$ cat src/hw/rtl/clp_pkg.sv
// Shared types and constants for the CIDR line parser.
`default_nettype none

package clp_pkg;

    typedef struct packed {
        logic [7:0] char_code;
        logic       end_of_line;
    } clp_in_t;

    typedef struct packed {
        logic [1:0]  status;
        logic [31:0] prefix_address;
        logic [5:0]  prefix_length;
    } clp_out_t;

    typedef enum logic [2:0] {
        PH_LEAD      = 3'd0,
        PH_ADDR      = 3'd1,
        PH_LEN       = 3'd2,
        PH_TRAIL     = 3'd3,
        PH_CMT_EMPTY = 3'd4,
        PH_CMT_DONE  = 3'd5,
        PH_ERROR     = 3'd6
    } clp_phase_t;

    typedef struct packed {
        clp_phase_t  phase;
        logic [7:0]  octet_value;
        logic [1:0]  digit_count;
        logic [2:0]  octet_count;
        logic [31:0] address;
        logic [5:0]  length;
    } clp_state_t;

    localparam clp_state_t STATE_RESET = '{
        phase:       PH_LEAD,
        octet_value: 8'd0,
        digit_count: 2'd0,
        octet_count: 3'd0,
        address:     32'd0,
        length:      6'd0
    };

    localparam logic [1:0] STATUS_OK    = 2'd0;
    localparam logic [1:0] STATUS_EMPTY = 2'd1;
    localparam logic [1:0] STATUS_ERROR = 2'd2;

    localparam logic [7:0] CHAR_SPACE   = 8'd32;
    localparam logic [7:0] CHAR_TAB     = 8'd9;
    localparam logic [7:0] CHAR_HASH    = 8'd35;
    localparam logic [7:0] CHAR_NUL     = 8'd0;
    localparam logic [7:0] CHAR_DOT     = 8'd46;
    localparam logic [7:0] CHAR_SLASH   = 8'd47;
    localparam logic [7:0] CHAR_ZERO    = 8'd48;
    localparam logic [7:0] CHAR_NINE    = 8'd57;

    localparam logic [11:0] OCTET_MAX   = 12'd255;
    localparam logic [8:0]  LENGTH_MAX  = 9'd32;
    localparam logic [5:0]  FULL_LENGTH = 6'd32;
    localparam logic [2:0]  ALL_OCTETS  = 3'd4;

endpackage

`default_nettype wire

$ cat src/hw/rtl/clp_step.sv
// Next-state and result logic for one character or line end.
`default_nettype none

module clp_step (
    input  wire clp_pkg::clp_state_t state,
    input  wire clp_pkg::clp_in_t    item,
    output clp_pkg::clp_state_t      state_next,
    output clp_pkg::clp_out_t        result
);

    logic [7:0]  c;
    logic        is_blank;
    logic        is_cmt;
    logic        is_digit;
    clp_pkg::clp_phase_t eff_phase;
    logic        close_ok;
    logic [31:0] shifted;
    logic [31:0] filled;
    logic [31:0] mask;
    logic        fin_ok;
    logic [31:0] fin_addr;
    logic [5:0]  fin_len;
    logic [11:0] oct_sum;
    logic [8:0]  len_sum;

    assign c        = item.char_code;
    assign is_blank = (c == clp_pkg::CHAR_SPACE) || (c == clp_pkg::CHAR_TAB);
    assign is_cmt   = (c == clp_pkg::CHAR_HASH) || (c == clp_pkg::CHAR_NUL);
    assign is_digit = (c >= clp_pkg::CHAR_ZERO) && (c <= clp_pkg::CHAR_NINE);

    // a first non-blank, non-comment character starts the address at once
    assign eff_phase = (state.phase == clp_pkg::PH_LEAD && !is_blank && !is_cmt)
                     ? clp_pkg::PH_ADDR : state.phase;

    assign close_ok = (state.digit_count != 2'd0) && (state.octet_count < clp_pkg::ALL_OCTETS);
    assign shifted  = {state.address[23:0], state.octet_value};
    assign oct_sum  = ({4'd0, state.octet_value} * 12'd10) + {8'd0, c[3:0]};
    assign len_sum  = ({3'd0, state.length} * 9'd10) + {5'd0, c[3:0]};

    // zero-fill the missing octets of a short prefix
    always_comb
    begin
        unique case (state.octet_count)
            3'd1:    filled = {state.address[7:0], 24'd0};
            3'd2:    filled = {state.address[15:0], 16'd0};
            3'd3:    filled = {state.address[23:0], 8'd0};
            default: filled = state.address;
        endcase
    end

    assign mask = ~(32'hFFFF_FFFF >> state.length);

    always_comb
    begin
        if (state.phase == clp_pkg::PH_ADDR)
        begin
            fin_ok   = close_ok && (state.octet_count == 3'd3);
            fin_addr = shifted;
            fin_len  = clp_pkg::FULL_LENGTH;
        end
        else
        begin
            fin_ok   = (state.digit_count != 2'd0)
                    && (state.length <= {state.octet_count, 3'b000});
            fin_addr = filled & mask;
            fin_len  = state.length;
        end
    end

    always_comb
    begin
        state_next = state;
        result     = '{status: clp_pkg::STATUS_ERROR, prefix_address: 32'd0,
                       prefix_length: 6'd0};

        if (item.end_of_line)
        begin
            state_next = clp_pkg::STATE_RESET;
            unique case (state.phase)
                clp_pkg::PH_LEAD, clp_pkg::PH_CMT_EMPTY:
                    result.status = clp_pkg::STATUS_EMPTY;
                clp_pkg::PH_ADDR, clp_pkg::PH_LEN:
                begin
                    if (fin_ok)
                    begin
                        result.status         = clp_pkg::STATUS_OK;
                        result.prefix_address = fin_addr;
                        result.prefix_length  = fin_len;
                    end
                end
                clp_pkg::PH_TRAIL, clp_pkg::PH_CMT_DONE:
                begin
                    result.status         = clp_pkg::STATUS_OK;
                    result.prefix_address = state.address;
                    result.prefix_length  = state.length;
                end
                default:
                    result.status = clp_pkg::STATUS_ERROR;
            endcase
        end
        else
        begin
            unique case (eff_phase)
                clp_pkg::PH_LEAD:
                begin
                    if (is_cmt)
                        state_next.phase = clp_pkg::PH_CMT_EMPTY;
                end
                clp_pkg::PH_ADDR, clp_pkg::PH_LEN:
                begin
                    state_next.phase = eff_phase;
                    if (is_digit)
                    begin
                        if (eff_phase == clp_pkg::PH_ADDR)
                        begin
                            if (oct_sum > clp_pkg::OCTET_MAX || state.digit_count == 2'd3)
                                state_next.phase = clp_pkg::PH_ERROR;
                            else
                            begin
                                state_next.octet_value = oct_sum[7:0];
                                state_next.digit_count = state.digit_count + 2'd1;
                            end
                        end
                        else
                        begin
                            if (len_sum > clp_pkg::LENGTH_MAX || state.digit_count >= 2'd2)
                                state_next.phase = clp_pkg::PH_ERROR;
                            else
                            begin
                                state_next.length      = len_sum[5:0];
                                state_next.digit_count = state.digit_count + 2'd1;
                            end
                        end
                    end
                    else if (is_blank || is_cmt)
                    begin
                        if (fin_ok)
                        begin
                            state_next.address = fin_addr;
                            state_next.length  = fin_len;
                            state_next.phase   = is_blank ? clp_pkg::PH_TRAIL
                                                          : clp_pkg::PH_CMT_DONE;
                        end
                        else
                            state_next.phase = clp_pkg::PH_ERROR;
                    end
                    else if (eff_phase == clp_pkg::PH_ADDR
                             && (c == clp_pkg::CHAR_DOT || c == clp_pkg::CHAR_SLASH))
                    begin
                        if (close_ok)
                        begin
                            state_next.address     = shifted;
                            state_next.octet_count = state.octet_count + 3'd1;
                            state_next.octet_value = 8'd0;
                            state_next.digit_count = 2'd0;
                            if (c == clp_pkg::CHAR_SLASH)
                            begin
                                state_next.phase  = clp_pkg::PH_LEN;
                                state_next.length = 6'd0;
                            end
                        end
                        else
                            state_next.phase = clp_pkg::PH_ERROR;
                    end
                    else
                        state_next.phase = clp_pkg::PH_ERROR;
                end
                clp_pkg::PH_TRAIL:
                begin
                    if (is_cmt)
                        state_next.phase = clp_pkg::PH_CMT_DONE;
                    else if (!is_blank)
                        state_next.phase = clp_pkg::PH_ERROR;
                end
                clp_pkg::PH_CMT_EMPTY, clp_pkg::PH_CMT_DONE:
                    state_next.phase = state.phase;
                default:
                    state_next.phase = clp_pkg::PH_ERROR;
            endcase
        end
    end

endmodule

`default_nettype wire

$ cat src/hw/rtl/cidr_line_parser.sv
// Top level of the streaming IPv4 CIDR line parser.
//
//  channel  | direction | payload          | transfer
//  ---------+-----------+------------------+--------------------------------
//  char     | in        | clp_in_t         | char_valid && !char_stall
//  result   | out       | clp_out_t        | result_valid && !result_stall
//
// One character or line end is taken every cycle unless a waiting line end
// stalls the input; the parser step is a single pass of logic between the
// input register and the parser state/result regs. A line end's result
// passes through the input register, then the result register, before it
// can transfer out. Reset returns the parser to the leading-blank phase and
// empties both registers. Only a line end waits: it holds the input register,
// and the items behind it, while an earlier result is still held and stalled.
`default_nettype none

module cidr_line_parser (
    input  wire                  clk,
    input  wire                  rst_n,
    input  wire                  char_valid,
    output logic                 char_stall,
    input  wire clp_pkg::clp_in_t char_item,
    output logic                 result_valid,
    input  wire                  result_stall,
    output clp_pkg::clp_out_t    result_item
);

    logic                in_valid_reg;
    clp_pkg::clp_in_t    in_item_reg;
    clp_pkg::clp_state_t state_reg;
    clp_pkg::clp_state_t state_next;
    logic                res_valid_reg;
    clp_pkg::clp_out_t   res_item_reg;
    clp_pkg::clp_out_t   res_next;
    logic                advance;
    logic                take;

    clp_step u_step (
        .state      (state_reg),
        .item       (in_item_reg),
        .state_next (state_next),
        .result     (res_next)
    );

    // advance the held item unless it is a line end and the result slot is full and stalled
    assign advance = in_valid_reg
                  && (!in_item_reg.end_of_line || !res_valid_reg || !result_stall);
    assign char_stall = in_valid_reg && !advance;
    assign take       = char_valid && !char_stall;

    always_ff @(posedge clk or negedge rst_n)
    begin
        if (!rst_n)
        begin
            in_valid_reg  <= 1'b0;
            res_valid_reg <= 1'b0;
            state_reg     <= clp_pkg::STATE_RESET;
        end
        else
        begin
            if (take)
                in_valid_reg <= 1'b1;
            else if (advance)
                in_valid_reg <= 1'b0;

            if (advance)
                state_reg <= state_next;

            // load on a line end, drop once the result transfer completes
            if (advance && in_item_reg.end_of_line)
                res_valid_reg <= 1'b1;
            else if (!result_stall)
                res_valid_reg <= 1'b0;
        end
    end

    // payload registers: hold while stalled
    always_ff @(posedge clk)
    begin
        if (take)
            in_item_reg <= char_item;
        if (advance && in_item_reg.end_of_line)
            res_item_reg <= res_next;
    end

    assign result_valid = res_valid_reg;
    assign result_item  = res_item_reg;

endmodule

`default_nettype wire
$ cat config.mk
export PLATFORM = sky130hd
export DESIGN_NAME = cidr_line_parser
export DESIGN_NICKNAME = d
export VERILOG_FILES = /design/src/hw/rtl/clp_pkg.sv /design/src/hw/rtl/clp_step.sv /design/src/hw/rtl/cidr_line_parser.sv
export SDC_FILE = /design/constraint.sdc
export NUM_CORES = 1
export LEC_CHECK = 0
export ABC_CLOCK_PERIOD_IN_PS = 3200
export BUFFER_PORTS_ARGS = -buffer_cell sky130_fd_sc_hd__buf_2
export CAP_MARGIN = 5
export CORE_MARGIN = 2
export CORE_UTILIZATION = 38
export CTS_CLUSTER_DIAMETER = 50
export DETAILED_ROUTE_END_ITERATION = 10
export PLACE_DENSITY = 0.66
export SLEW_MARGIN = 30
export SYNTH_ARGS = -nofsm -noshare
export SYNTH_HDL_FRONTEND = slang
export SYNTH_SLANG_ARGS = --single-unit
$ cat constraint.sdc
create_clock -name clk -period 3.2 [get_ports clk]
set_input_delay 0.16 -clock clk [delete_from_list [all_inputs] [get_ports clk]]
set_output_delay 0.16 -clock clk [all_outputs]
set_load 0.01 [all_outputs]
==> summary.txt <==
Status
  • Status: complete, no violations

Synthesis
  • Synth warnings: 0
  • Ys flop type: dfrtp_1
  • Flop and latch count out of synthesis: 105
  • Synthesized area: 7130 sq um
  • Synth top area share: 20.6%
  • Syn_nets: 807
  • Post-Synthesis Cells: 754
  • Post-synth EDFFs: 49
  • Post-synthesis sequential area ratio: 40.3%
  • Synth top area cells: edfxtp_1, dfrtp_1, ha_1
  • Synth area leader: edfxtp_1
  • Syn Area/Cell: 9.46 sq um
  • Post-synth ARST share: 53.3%
  • Yosys cell types: 87

Job
  • Max_cap viols: 0

Setup path
  • Crit end category: flip-flop
  • Crit Path Max Fanout: 6
  • Crit-path max cell delay: 580 ps
  • Setup CP Type: reg -> reg
  • Largest delay share family, worst path: adder cells
  • Critical path's most frequent cell: ha_4
  • CP Launch Type: flip-flop
  • Req. time, crit path: 3480 ps
  • Worst path bufs/invs: 1
  • Slowest stage cell, crit path: fa_2
  • Worst setup path startpoint: state_reg[46]$_DFFE_PN0P_
  • Worst path cell trace: ha_4 > ha_4 > fa_2 > and3_4 > a32oi_4 > nor4b_4 > mux2i_2 > nor4_4 > buf_4 > o31a_2 > o22ai_1
  • Worst r2r src: state_reg[46]$_DFFE_PN0P_
  • Crit path DAT: 3380 ps

Placed design
  • RePlAce Congestion: 0.899
  • Pre-CTS setup slack: -132 ps
  • Placed insts: 1026
  • DP HPWL: 13.1 mm
  • PortBufs: 54

Detailed routing
  • WL final: 19.7 mm
  • Top sig layer: met4
  • Drc violations: 0
  • Via count: 6201
  • DR WL met2: 9.33 mm
  • DRT met1 WL: 8.89 mm
  • Met3 wire len: 1.04 mm
  • First-pass DRT Iterations: 5
  • Drt via density: 5.87
  • First DRT Iteration DRCs: 853
  • Post-DR wirelength/cell: 18.7 microns
  • ANT nets after route: 0

STA
  • Worst slew pin tran: 707 ps
  • Final period util: 96.9%
  • Clk_skew: 12.5 ps
  • Pins Over Slew Limit: 0
  • Final min period: 3100 ps
  • RSZ-0062 raised after global routing: true
  • Endpoints failing setup: 0
  • Max Freq: 323 MHz
  • WHS: 45.6 ps
  • Hold Vio Cnt, Final: 0
  • Slew Limit Headroom: 52.8%
  • Final worst slack: 99.9 ps

Clocking
  • Clk sinks: 105
  • Clock Tree Buf Depth: 2
  • CTS buffer count: 9
  • CTS tree: done
  • Worst skew pair latency: 370 ps
  • Clock slew at reported path FFs: 70 ps
  • H-Tree Depth: 3
  • CTS Root Cell: clkbuf_16

Global route
  • First-pass GRT wire length: 32.4 mm
  • GRT Util Overall: 20.5%
  • Total gr overflow: 0
  • Initial antenna violation count: 0
  • Number of global-route vias before repair: 6019
  • Largest net degree at the start of global routing: 44

Floorplanning
  • Cell Rows: 50
  • Die Span Y: 141 microns
  • Die Area: 19900 sq um
  • Starting Density: 38.4%
  • Total core area: 18600 sq um
  • I/O pins: 55
  • DIE WIDTH: 141 microns

Hold path
  • Hold path startpoint: result_stall
  • Min-delay worst type: in -> reg

Power
  • Total Power: 0.00349 W
  • Leak pwr: 3.24 nW
  • Pwr Density: 425 nW/um^2
  • Peak VDD IR: 0.000264 V

Cells and area
  • Share of cells above drive strength 1: 19.0%
  • Antenna fix cells: 0
  • Fill count: 1757
  • Final core area utilization: 44.3%
  • Layout Cells excl Fill: 1057
  • Area Growth Syn to Fin: 15.3%
  • Fin nets: 871
  • Max FFs per register: 54
kinds of logic after synthesis:
logic type	count (synthesis)	share of synthesized area [%]
AO/OA/AOI/OAI	233	23.3
buffers and inverters	69	4.25
multiplexers	37	5.58
XOR/XNOR	12	1.47
AND/OR/NAND/NOR	258	17.7
adder cells (fa/ha/maj)	40	7.44
flip-flops	105	40.3
tightest hold or removal path, cell delays in order:
cell	delay (ps)
buf_2	110
nand2_1	50
nand2_1	50
through the flow:
stage	TNS (ps)	area (sq um)
2_1_floorplan	0	7130
3_3_place_gp	0	7740
3_5_place_dp	-171	7740
4_1_cts	0	8180
5_1_grt	-127	8230
6_report	0	8230
cell usage after synthesis (3+ instances only):
master	count
a2111oi_0	3
a21o_1	7
a21o_2	4
a21oi_1	36
a221o_1	3
a221oi_1	9
a22oi_1	34
a31oi_1	6
a31oi_4	3
a32o_1	11
and2_1	9
and3_1	6
and4_2	3
buf_1	4
buf_2	9
clkbuf_1	30
dfrtp_1	56
edfxtp_1	49
fa_1	4
ha_1	36
inv_1	19
mux2_4	5
mux2i_1	30
nand2_1	85
nand2b_1	9
nand3_1	14
nand3b_1	3
nor2_1	87
nor2b_1	4
nor3_1	6
o211ai_1	3
o21a_1	4
o21ai_0	42
o21ai_1	22
o2bb2ai_1	3
o31ai_1	7
o41ai_1	7
or3_1	6
xnor2_1	8
xor2_1	4
final timing paths:
path	slack [ps]	cells past startpoint	end
max in group asynchronous	2170	3	state_reg[11]$_DFFE_PN0P_
max	100	11	state_reg[42]$_DFFE_PN0P_
min	50	3	result_valid$_DFFE_PN0P_
max reg2reg	100	11	state_reg[42]$_DFFE_PN0P_
min reg2reg	520	2	state_reg[22]$_DFFE_PN0P_
min in group asynchronous	310	2	state_reg[36]$_DFFE_PN0P_
area by class of cell:
cell class                 count  area, sq um  share of cell area, %
tap                          234          293                   3.56
timing repair buffer         101          678                   8.24
multi-input combinational    580         4030                   48.9
sequential                   105         2870                   34.9
clock buffer                  10          229                   2.78
clock inverter                 6         48.8                  0.593
inverter                      21         78.8                  0.958
timing repair:
item	4_1_cts	5_1_grt
pin swaps	4	9
hold endpoints to repair	44	0
hold buffers	11	0
endpoints found under the setup margin	10	15
buffers inserted	0	4
gates resized for setup	8	4
where the power goes:
group | switching (W) | internal (W)
Combinational | 0.000586 | 0.000275
Sequential | 0.0000774 | 0.00147
Clock | 0.000545 | 0.000539
cell usage in the layout, fill, tap and decap left out, types with 9 or more instances in the layout:
master / instances
a221oi_1: 9
clkbuf_16: 9
dfrtp_1: 56
o21ai_0: 41
o21ai_1: 22
a32o_1: 11
buf_2: 53
dlygate4sd3_1: 11
ha_1: 33
nand2b_1: 9
a21oi_1: 35
edfxtp_1: 49
a22oi_1: 34
mux2i_1: 29
inv_1: 19
and2_1: 9
nor2_1: 87
nand2_1: 85
nand3_1: 14
buf_4: 35
routing by layer:
metal	vias up	global-route usage, %
met5	-	0
met4	0	7.16
met3	32	4.01
met2	226	33.2
met1	3013	27.7
li1	2930	-
No activity file was read; power rests on OpenSTA's default activity.
